--- src/design/sws_pkg.sv ---
`timescale 1ns / 1ps

package sws_pkg;

    localparam int WIN_W   = 7;
    localparam int OP_W    = 2;
    localparam int COUNT_W = 32;

    localparam logic [OP_W-1:0] OP_PUSH  = 2'd0;
    localparam logic [OP_W-1:0] OP_QUERY = 2'd1;
    localparam logic [OP_W-1:0] OP_CLEAR = 2'd2;

    localparam logic [WIN_W-1:0]   WINDOW_RESET = 7'd64;
    localparam logic [COUNT_W-1:0] COUNT_MAX    = 32'hFFFF_FFFF;

    // store port controls
    typedef struct packed {
        logic we;
        logic re;
    } store_ctrl_t;

    // divider status
    typedef struct packed {
        logic busy;
        logic done;
    } div_stat_t;

endpackage

--- src/design/windowed_sample_stats_top.sv ---
`timescale 1ns / 1ps

// Windowed sample statistics. Push and clear transactions leave the block in
// its idle state, so it is ready again on the next cycle. A query walks the
// last W entries of the ring store (W = min(effective window, total count)),
// one store read per cycle through the single registered read port, then
// runs a restoring divider at one quotient bit per cycle to form the mean.
// A query occupies the block through the walk and the divide, whose dividend
// is SUM_W = SAMPLE_WIDTH + clog2(STORE_DEPTH + 1) bits wide (31 at the
// defaults); when no valid sample is in the window the divide is skipped.
// in_ready is low for the whole query. The result sits in an output register,
// so pushes may go on while it waits for out_ready. The store needs no
// clearing pass after reset. window_size is written through cfg_we/cfg_wdata;
// zero or a value above STORE_DEPTH selects the full store.
module windowed_sample_stats_top #(
    parameter int STORE_DEPTH  = 64,
    parameter int SAMPLE_WIDTH = 24
) (
    input  logic                           clk,
    input  logic                           rst_n,

    input  logic                           cfg_we,
    input  logic [sws_pkg::WIN_W-1:0]      cfg_wdata,

    input  logic                           in_valid,
    output logic                           in_ready,
    input  logic [sws_pkg::OP_W-1:0]       opcode,
    input  logic signed [SAMPLE_WIDTH-1:0] sample,
    input  logic                           sample_valid,

    output logic                           out_valid,
    input  logic                           out_ready,
    output logic                           data_present,
    output logic signed [SAMPLE_WIDTH-1:0] minimum,
    output logic signed [SAMPLE_WIDTH-1:0] maximum,
    output logic signed [SAMPLE_WIDTH-1:0] mean,
    output logic signed [SAMPLE_WIDTH-1:0] latest,
    output logic [sws_pkg::WIN_W-1:0]      window_count,
    output logic [sws_pkg::COUNT_W-1:0]    total_count
);

    localparam int AW    = $clog2(STORE_DEPTH);
    localparam int WC_W  = $clog2(STORE_DEPTH + 1);     // holds W and n
    localparam int SUM_W = SAMPLE_WIDTH + WC_W;
    localparam int ENT_W = SAMPLE_WIDTH + 1;            // valid bit + sample

    // sequencer states
    localparam logic [2:0] ST_IDLE = 3'd0;
    localparam logic [2:0] ST_WALK = 3'd1;
    localparam logic [2:0] ST_DIV  = 3'd2;
    localparam logic [2:0] ST_DONE = 3'd3;

    logic [2:0] state_reg, state_next;

    // architectural state
    logic [AW-1:0]                 wp_reg, wp_next;
    logic [sws_pkg::COUNT_W-1:0]   total_reg, total_next;
    logic [sws_pkg::WIN_W-1:0]     window_size_reg;

    // query walk
    logic [WC_W-1:0]               w_reg, w_next;
    logic [WC_W-1:0]               idx_reg, idx_next;
    logic [AW-1:0]                 raddr_reg, raddr_next;
    logic                          pend_reg, pend_next;

    // running statistics
    logic signed [SAMPLE_WIDTH-1:0] min_reg, min_next;
    logic signed [SAMPLE_WIDTH-1:0] max_reg, max_next;
    logic signed [SAMPLE_WIDTH-1:0] last_reg, last_next;
    logic signed [SUM_W-1:0]        sum_reg, sum_next;
    logic [WC_W-1:0]                n_reg, n_next;

    // output register
    logic                           out_valid_reg, out_valid_next;
    logic                           data_present_reg;
    logic signed [SAMPLE_WIDTH-1:0] min_out_reg, max_out_reg;
    logic signed [SAMPLE_WIDTH-1:0] mean_out_reg, last_out_reg;
    logic [sws_pkg::WIN_W-1:0]      wcount_out_reg;
    logic [sws_pkg::COUNT_W-1:0]    total_out_reg;
    logic                           out_load;

    // store and divider hookup
    sws_pkg::store_ctrl_t           st_ctrl;
    logic [ENT_W-1:0]               st_rdata;
    logic                           div_start;
    logic [SUM_W-1:0]               div_num;
    logic [SUM_W-1:0]               div_quo;
    sws_pkg::div_stat_t             div_stat;

    logic                           in_fire;
    logic                           push_fire;
    logic [WC_W-1:0]                win_eff;
    logic [WC_W-1:0]                w_calc;
    logic [AW:0]                    start_calc;
    logic [AW:0]                    wp_ext;
    logic [AW:0]                    w_ext;
    logic                           issue;
    logic                           rd_ok;
    logic signed [SAMPLE_WIDTH-1:0] rd_val;
    logic signed [SUM_W-1:0]        rd_val_ext;
    logic                           sum_neg;
    logic [SUM_W-1:0]               mean_full;

    assign in_ready  = (state_reg == ST_IDLE);
    assign in_fire   = in_valid & in_ready;
    assign push_fire = in_fire & (opcode == sws_pkg::OP_PUSH);

    // Effective window: zero or oversize selects the full store.
    always_comb
    begin
        if (window_size_reg == '0 || 32'(window_size_reg) > STORE_DEPTH)
        begin
            win_eff = WC_W'(STORE_DEPTH);
        end
        else
        begin
            win_eff = WC_W'(window_size_reg);
        end
        w_calc = (total_reg < 32'(win_eff)) ? WC_W'(total_reg) : win_eff;
    end

    // Oldest entry of the window, wrapping modulo STORE_DEPTH.
    always_comb
    begin
        wp_ext = {1'b0, wp_reg};
        w_ext  = (AW+1)'(w_calc);
        if (wp_ext >= w_ext)
        begin
            start_calc = wp_ext - w_ext;
        end
        else
        begin
            start_calc = wp_ext + (AW+1)'(STORE_DEPTH) - w_ext;
        end
    end

    assign issue      = (state_reg == ST_WALK) && (idx_reg != w_reg);
    assign rd_ok      = st_rdata[SAMPLE_WIDTH];
    assign rd_val     = st_rdata[SAMPLE_WIDTH-1:0];
    assign rd_val_ext = {{(SUM_W-SAMPLE_WIDTH){rd_val[SAMPLE_WIDTH-1]}}, rd_val};

    assign sum_neg = sum_reg[SUM_W-1];
    assign div_num = sum_neg ? SUM_W'(-sum_reg) : SUM_W'(sum_reg);

    // Sign restore gives truncation toward zero.
    assign mean_full = sum_neg ? (~div_quo + SUM_W'(1)) : div_quo;

    assign st_ctrl.we = push_fire;
    assign st_ctrl.re = issue;

    assign out_load = (state_reg == ST_DONE) && (!out_valid_reg || out_ready);

    always_comb
    begin
        state_next     = state_reg;
        wp_next        = wp_reg;
        total_next     = total_reg;
        w_next         = w_reg;
        idx_next       = idx_reg;
        raddr_next     = raddr_reg;
        pend_next      = 1'b0;
        min_next       = min_reg;
        max_next       = max_reg;
        last_next      = last_reg;
        sum_next       = sum_reg;
        n_next         = n_reg;
        div_start      = 1'b0;
        out_valid_next = out_valid_reg;

        if (out_valid_reg && out_ready)
        begin
            out_valid_next = 1'b0;
        end

        unique case (state_reg)
            ST_IDLE:
            begin
                if (in_fire)
                begin
                    unique case (opcode)
                        sws_pkg::OP_PUSH:
                        begin
                            wp_next = (wp_reg == AW'(STORE_DEPTH - 1)) ? '0
                                                                        : wp_reg + AW'(1);
                            if (total_reg != sws_pkg::COUNT_MAX)
                            begin
                                total_next = total_reg + 32'd1;
                            end
                        end
                        sws_pkg::OP_QUERY:
                        begin
                            w_next     = w_calc;
                            idx_next   = '0;
                            raddr_next = start_calc[AW-1:0];
                            min_next   = '0;
                            max_next   = '0;
                            last_next  = '0;
                            sum_next   = '0;
                            n_next     = '0;
                            state_next = ST_WALK;
                        end
                        sws_pkg::OP_CLEAR:
                        begin
                            wp_next    = '0;
                            total_next = '0;
                        end
                        default:
                        begin
                            // unused opcode: no effect
                        end
                    endcase
                end
            end

            ST_WALK:
            begin
                if (issue)
                begin
                    idx_next   = idx_reg + WC_W'(1);
                    raddr_next = (raddr_reg == AW'(STORE_DEPTH - 1)) ? '0
                                                                     : raddr_reg + AW'(1);
                    pend_next  = 1'b1;
                end

                // fold in the entry read last cycle
                if (pend_reg && rd_ok)
                begin
                    if (n_reg == '0 || rd_val < min_reg)
                    begin
                        min_next = rd_val;
                    end
                    if (n_reg == '0 || rd_val > max_reg)
                    begin
                        max_next = rd_val;
                    end
                    sum_next  = sum_reg + rd_val_ext;
                    last_next = rd_val;
                    n_next    = n_reg + WC_W'(1);
                end

                if (!issue && !pend_reg)
                begin
                    if (n_reg == '0)
                    begin
                        state_next = ST_DONE;
                    end
                    else
                    begin
                        div_start  = 1'b1;
                        state_next = ST_DIV;
                    end
                end
            end

            ST_DIV:
            begin
                if (div_stat.done)
                begin
                    state_next = ST_DONE;
                end
            end

            ST_DONE:
            begin
                if (out_load)
                begin
                    out_valid_next = 1'b1;
                    state_next     = ST_IDLE;
                end
            end

            default:
            begin
                state_next = ST_IDLE;
            end
        endcase
    end

    always_ff @(posedge clk or negedge rst_n)
    begin
        if (!rst_n)
        begin
            state_reg       <= ST_IDLE;
            wp_reg          <= '0;
            total_reg       <= '0;
            window_size_reg <= sws_pkg::WINDOW_RESET;
            pend_reg        <= 1'b0;
            idx_reg         <= '0;
            w_reg           <= '0;
            n_reg           <= '0;
            out_valid_reg   <= 1'b0;
        end
        else
        begin
            state_reg     <= state_next;
            wp_reg        <= wp_next;
            total_reg     <= total_next;
            pend_reg      <= pend_next;
            idx_reg       <= idx_next;
            w_reg         <= w_next;
            n_reg         <= n_next;
            out_valid_reg <= out_valid_next;
            if (cfg_we)
            begin
                window_size_reg <= cfg_wdata;
            end
        end
    end

    // datapath registers, no reset
    always_ff @(posedge clk)
    begin
        raddr_reg <= raddr_next;
        min_reg   <= min_next;
        max_reg   <= max_next;
        last_reg  <= last_next;
        sum_reg   <= sum_next;
        if (out_load)
        begin
            data_present_reg <= (n_reg != '0);
            min_out_reg      <= min_reg;
            max_out_reg      <= max_reg;
            last_out_reg     <= last_reg;
            mean_out_reg     <= (n_reg != '0) ? mean_full[SAMPLE_WIDTH-1:0] : '0;
            wcount_out_reg   <= sws_pkg::WIN_W'(w_reg);
            total_out_reg    <= total_reg;
        end
    end

    sws_store #(
        .DEPTH  (STORE_DEPTH),
        .DATA_W (ENT_W)
    ) u_store (
        .clk   (clk),
        .ctrl  (st_ctrl),
        .waddr (wp_reg),
        .wdata ({sample_valid, sample}),
        .raddr (raddr_reg),
        .rdata (st_rdata)
    );

    sws_divider #(
        .NUM_W (SUM_W),
        .DEN_W (WC_W)
    ) u_div (
        .clk      (clk),
        .rst_n    (rst_n),
        .start    (div_start),
        .dividend (div_num),
        .divisor  (n_reg),
        .quotient (div_quo),
        .status   (div_stat)
    );

    assign out_valid    = out_valid_reg;
    assign data_present = data_present_reg;
    assign minimum      = min_out_reg;
    assign maximum      = max_out_reg;
    assign mean         = mean_out_reg;
    assign latest       = last_out_reg;
    assign window_count = wcount_out_reg;
    assign total_count  = total_out_reg;

endmodule

--- src/design/sws_store.sv ---
`timescale 1ns / 1ps

module sws_store #(
    parameter int DEPTH  = 64,
    parameter int DATA_W = 25
) (
    input  logic                     clk,
    input  sws_pkg::store_ctrl_t     ctrl,
    input  logic [$clog2(DEPTH)-1:0] waddr,
    input  logic [DATA_W-1:0]        wdata,
    input  logic [$clog2(DEPTH)-1:0] raddr,
    output logic [DATA_W-1:0]        rdata
);

    logic [DATA_W-1:0] mem [DEPTH];
    logic [DATA_W-1:0] rdata_reg;

    always_ff @(posedge clk)
    begin
        if (ctrl.we)
        begin
            mem[waddr] <= wdata;
        end
    end

    always_ff @(posedge clk)
    begin
        if (ctrl.re)
        begin
            rdata_reg <= mem[raddr];
        end
    end

    assign rdata = rdata_reg;

endmodule

--- src/design/sws_divider.sv ---
`timescale 1ns / 1ps

// Restoring unsigned divider, one quotient bit per cycle.
module sws_divider #(
    parameter int NUM_W = 31,
    parameter int DEN_W = 7
) (
    input  logic                 clk,
    input  logic                 rst_n,
    input  logic                 start,
    input  logic [NUM_W-1:0]     dividend,
    input  logic [DEN_W-1:0]     divisor,
    output logic [NUM_W-1:0]     quotient,
    output sws_pkg::div_stat_t   status
);

    localparam int CNT_W = $clog2(NUM_W + 1);

    logic [NUM_W-1:0] quo_reg, quo_next;
    logic [DEN_W-1:0] rem_reg, rem_next;
    logic [DEN_W-1:0] den_reg;
    logic [CNT_W-1:0] cnt_reg, cnt_next;
    logic             busy_reg, busy_next;
    logic             done_reg, done_next;

    logic [DEN_W:0]   trial;
    logic [DEN_W:0]   diff;
    logic             ge;

    assign trial = {rem_reg, quo_reg[NUM_W-1]};
    assign diff  = trial - {1'b0, den_reg};
    assign ge    = ~diff[DEN_W];

    always_comb
    begin
        quo_next  = quo_reg;
        rem_next  = rem_reg;
        cnt_next  = cnt_reg;
        busy_next = busy_reg;
        done_next = 1'b0;
        if (start)
        begin
            quo_next  = dividend;
            rem_next  = '0;
            cnt_next  = CNT_W'(NUM_W);
            busy_next = 1'b1;
        end
        else if (busy_reg)
        begin
            quo_next = {quo_reg[NUM_W-2:0], ge};
            rem_next = ge ? diff[DEN_W-1:0] : trial[DEN_W-1:0];
            cnt_next = cnt_reg - CNT_W'(1);
            if (cnt_reg == CNT_W'(1))
            begin
                busy_next = 1'b0;
                done_next = 1'b1;
            end
        end
    end

    always_ff @(posedge clk or negedge rst_n)
    begin
        if (!rst_n)
        begin
            cnt_reg  <= '0;
            busy_reg <= 1'b0;
            done_reg <= 1'b0;
        end
        else
        begin
            cnt_reg  <= cnt_next;
            busy_reg <= busy_next;
            done_reg <= done_next;
        end
    end

    always_ff @(posedge clk)
    begin
        quo_reg <= quo_next;
        rem_reg <= rem_next;
        if (start)
        begin
            den_reg <= divisor;
        end
    end

    assign quotient    = quo_reg;
    assign status.busy = busy_reg;
    assign status.done = done_reg;

endmodule

--- config.mk ---
export PLATFORM = sky130hd
export DESIGN_NAME = windowed_sample_stats_top
export DESIGN_NICKNAME = d
export VERILOG_FILES = /design/src/design/sws_pkg.sv /design/src/design/windowed_sample_stats_top.sv /design/src/design/sws_store.sv /design/src/design/sws_divider.sv
export SDC_FILE = /design/constraint.sdc
export NUM_CORES = 2
export LEC_CHECK = 0
export CAP_MARGIN = 20
export CORE_MARGIN = 5
export CORE_UTILIZATION = 28
export DETAILED_ROUTE_END_ITERATION = 10
export DONT_BUFFER_PORTS = 1
export PLACE_DENSITY_LB_ADDON = 0.05
export SYNTH_ARGS = -nofsm -noshare
export SYNTH_HDL_FRONTEND = slang
export SYNTH_SLANG_ARGS = --single-unit
--- constraint.sdc ---
create_clock -name clk -period 6.45 [get_ports clk]
set_input_delay 1.29 -clock clk [delete_from_list [all_inputs] [get_ports clk]]
set_output_delay 1.29 -clock clk [all_outputs]
set_load 0.005 [all_outputs]
==> impl_results.md <==
- Final Hold Fails: 0
- Final core utilization: around 33%
- Area occupied by multi-input gates: around 0.020 sq mm
- Bufs on Longest Clock Path: 4
- Placed cell count: roughly 8300
- Synth Area in Adders: 1.77%
- HPWL after detailed placement: about 150000 um
- Drt wl/cell: 28.4 um
- Synth area leaders: edfxtp_1 (71%), mux4_2 (6.3%), mux2i_1 (3.8%), dfrtp_1 (2.4%), ha_1 (1.7%)
- MaxCap Viol Count: 0
- Non-Filler Instances: between 8000 and 9000
- Fin crit period: 4.95 ns
- CP max stage delay: roughly 1.1 ns
- Aggregate global-route resource usage: between 15 and 20%
- Syn Nets: around 4800
- TritonCTS Buffers: 232
- Layout cells sized above 1: between 10% and 20%
- Min-delay worst type: input port to asynchronous set/reset pin
- Die X: between 500 and 600 um
- Num Clock Sinks: ~2000
- Via count: between 40000 and 50000
- Synth async-reset ratio: 3.87%
- Gpl congestion: between 0.7 and 0.8
- Clock skew: approximately 0.053 ns
- P_leak: 30.7 nW
- Register Area: 0.0594 sq mm
- Yosys cell types: 69
- EDFF count, synth: between 1500 and 2000
- Met1 usage: a little under a quarter
- Area leader, netlist: edfxtp_1
- Fillers: between 20000 and 30000
- Crit-path cells: inv_1, ha_1, nand3b_1, nand2b_1, nor2_1, nand2_1, nor2_4
- Worst-path fanout max: 25
- Yosys warns: 0
- Largest family of logic cells by synthesized area: multiplexers
- GR Util met3: roughly 2.8%
- Area fraction of the dominant cell type after synthesis: 71.3%
- Post-DR vias/cell: about 4.8
- Total gr overflow: 0
- Iteration-0 DRC Markers: 2839
- Switch share: a little over a third
- Simple-Gate Fraction of Synth Area: under 10%
- P&R area growth vs syn: 16.3%
- Seq pwr share: 38.2%
- Critical path class: flop to flop
- CTS tree: yes
- IO Count: 177
- Routed wire length: 248000 um
- Pwr dens: about 450 mW/mm^2
- Synth Register Bits: roughly 2000
- CTS Root Buffer Type: clkbuf_16
- Clock Latency Late Sink: roughly 0.90 ns
- Dominant synthesized flop cell: edfxtp_1
- Final setup vio count: 0
- 1st-pass router iterations: 5
- Vias in the first global route: between 40000 and 50000
- Post-CTS Resized: 0
- Pin count of the biggest net entering global routing: 101
- Post-layout nets: between 4000 and 5000
- Setup crit start kind: flop
- Setup TNS: 0 ns
- Crit share post-route: 76.8%
- Cells after Synth: approximately 4600
- Drt drc: 0
- Starting Density: 28.2%
- VDD IR-drop max: between 0.3 and 0.4 mV
- Clock Power Share: a little under a third
- Commonest non-fill, non-tap cell in the layout: edfxtp_1
- IO Port Bufs: 0
- Post-synthesis mux area share: about an eighth
- Worst EP required: 6.94 ns
- Fmax: slightly above 200 MHz
- Combinational share of power: a little under a third
- First-pass GRT wire length: between 300000 and 400000 um
- Placed cell areas: approximately 0.086 sq mm
- GRT busiest layer: met2
- CP Capture Type: flop
- Unrepaired setup endpoints after global routing: no
- Design area: ~0.093 sq mm
- Outcome: complete, no violations
- Die area: 0.298 sq mm
- Post-Synth XOR/XNOR Area: 1.44%
- Core Rows: between 150 and 200
- Worst-path clk slew: approximately 0.060 ns
- Core area: about 0.29 sq mm
- Slew margin rel.: 20.4%
- H-tree levels: 4
- Most frequent cells in the layout: edfxtp_1 (1908), mux2i_1 (309), a21oi_1 (254)
- Worst slew pin tran: 1.19 ns
- Switching power: between 0.01 and 0.015 W
- Antenna viol nets, final: 0
- Sequential share of the synthesized area: roughly 74%
- Critical Path AT: roughly 5.4 ns
- Internal power: ~0.027 W
- Area fraction in compound gates after synthesis: 5.99%
- Max-slew violation count: 0
- Netlist Area Pre-Place: 0.0804 sq mm
- Antenna violations before repair: 32
- M2 GR Usage: between 20% and 30%
- CP max stage cell: nor2_4
- Max reg flops: between 1500 and 2000
- Die height: 546 um
- Mean Syn Cell Area: 17.4 sq um
[power groups by stage]
| stage | Sequential [W] | Clock (W) | Combinational (W) |
|---|---|---|---|
| 6_report | 0.0161 | 0.0129 | 0.0132 |
| 5_1_grt | 0.0162 | 0.0138 | 0.0144 |
| 4_1_cts | 0.0162 | 0.0133 | 0.0137 |
| 3_5_place_dp | 0.0165 | 0 | 0.0136 |
| 3_3_place_gp | 0.0164 | 0 | 0.0137 |
| 2_1_floorplan | 0.0160 | 0 | 0.00800 |
[layer usage]
| layer | wire, um | share of wire [%] |
|---|---|---|
| met5 | 0 | 0 |
| met4 | 4540 | 1.8 |
| met3 | 11000 | 4.4 |
| met2 | 118000 | 47 |
| met1 | 115000 | 46 |
[repair_timing]
| action | 4_1_cts | 5_1_grt |
|---|---|---|
| setup buffers | 0 | 0 |
| endpoints found under the hold margin | 2 | 0 |
| hold buffers | 1 | 0 |
[worst max-delay path: cells and delay by family, from the launching register on]
| family | cells | cell delay (ns) |
|---|---|---|
| DFF | 1 | 0.41 |
| buffers and inverters | 1 | 0.10 |
| and+or+nand+nor | 5 | 3.67 |
| adders and majority gates | 1 | 0.31 |
[final timing paths]
check                                  start                  end  slack (ns)  depth (start not counted)
worst max-delay path            state_reg[0]  u_store.mem[57][17]        1.50                          7
worst min-delay path                   rst_n             n_reg[2]        0.10                          0
worst max register to register  state_reg[0]  u_store.mem[57][17]        1.50                          7
worst min register to register   last_reg[5]            latest[5]        0.42                          0
max in group asynchronous              rst_n         state_reg[1]        5.51                          1
min in group clk                 last_reg[5]            latest[5]        0.42                          0
[cells in the mapped netlist (all sizes together) (19+ instances only)]
master	count
inv	96
nand3	27
o221ai	100
o22ai	105
xor2	93
a21o	20
dfrtp	76
ha	108
nand2	221
mux2	115
nand2b	31
a21oi	255
nand4	19
o31ai	19
nor2	187
or3	24
edfxtp	1908
mux2i	309
nor3	19
xnor2	39
clkbuf	173
and2	27
o21ai	218
buf	54
nor4	19
mux4	225
[cell families (layout without fill, tap and decap cells)]
kind of cell / Yosys count / in the layout
DFF: 1992 / 1992
xor gates and xnor gates: 132 / 132
buffers and inverters: 323 / 654
adders and majority gates: 113 / 113
AOI/OAI and AO/OA: 792 / 792
and+or+nand+nor: 630 / 630
other: 0 / 16
muxes: 649 / 649
[area by class of cell]
type,instances,share of cell area [%]
Clock buffer,294,6.61
Inverter,96,0.386
Sequential cell,1992,63.5
Multi-Input combinational cell,2316,21.8
Timing Repair Buffer,132,1.34
Clock inverter,132,1.29
Antenna cell,16,0.0428
Tap cell,3762,5.04
[metrics by stage]
step,power [W],hold slack (ns),setup WS (ns)
6_report,0.0422,0.102,1.50
2_1_floorplan,0.0240,0.400,0.497
5_1_grt,0.0445,0.0237,1.26
3_5_place_dp,0.0301,0.405,1.10
3_3_place_gp,0.0301,0.407,1.14
4_1_cts,0.0432,0.000429,1.51
(Power assumes the default switching activity.)
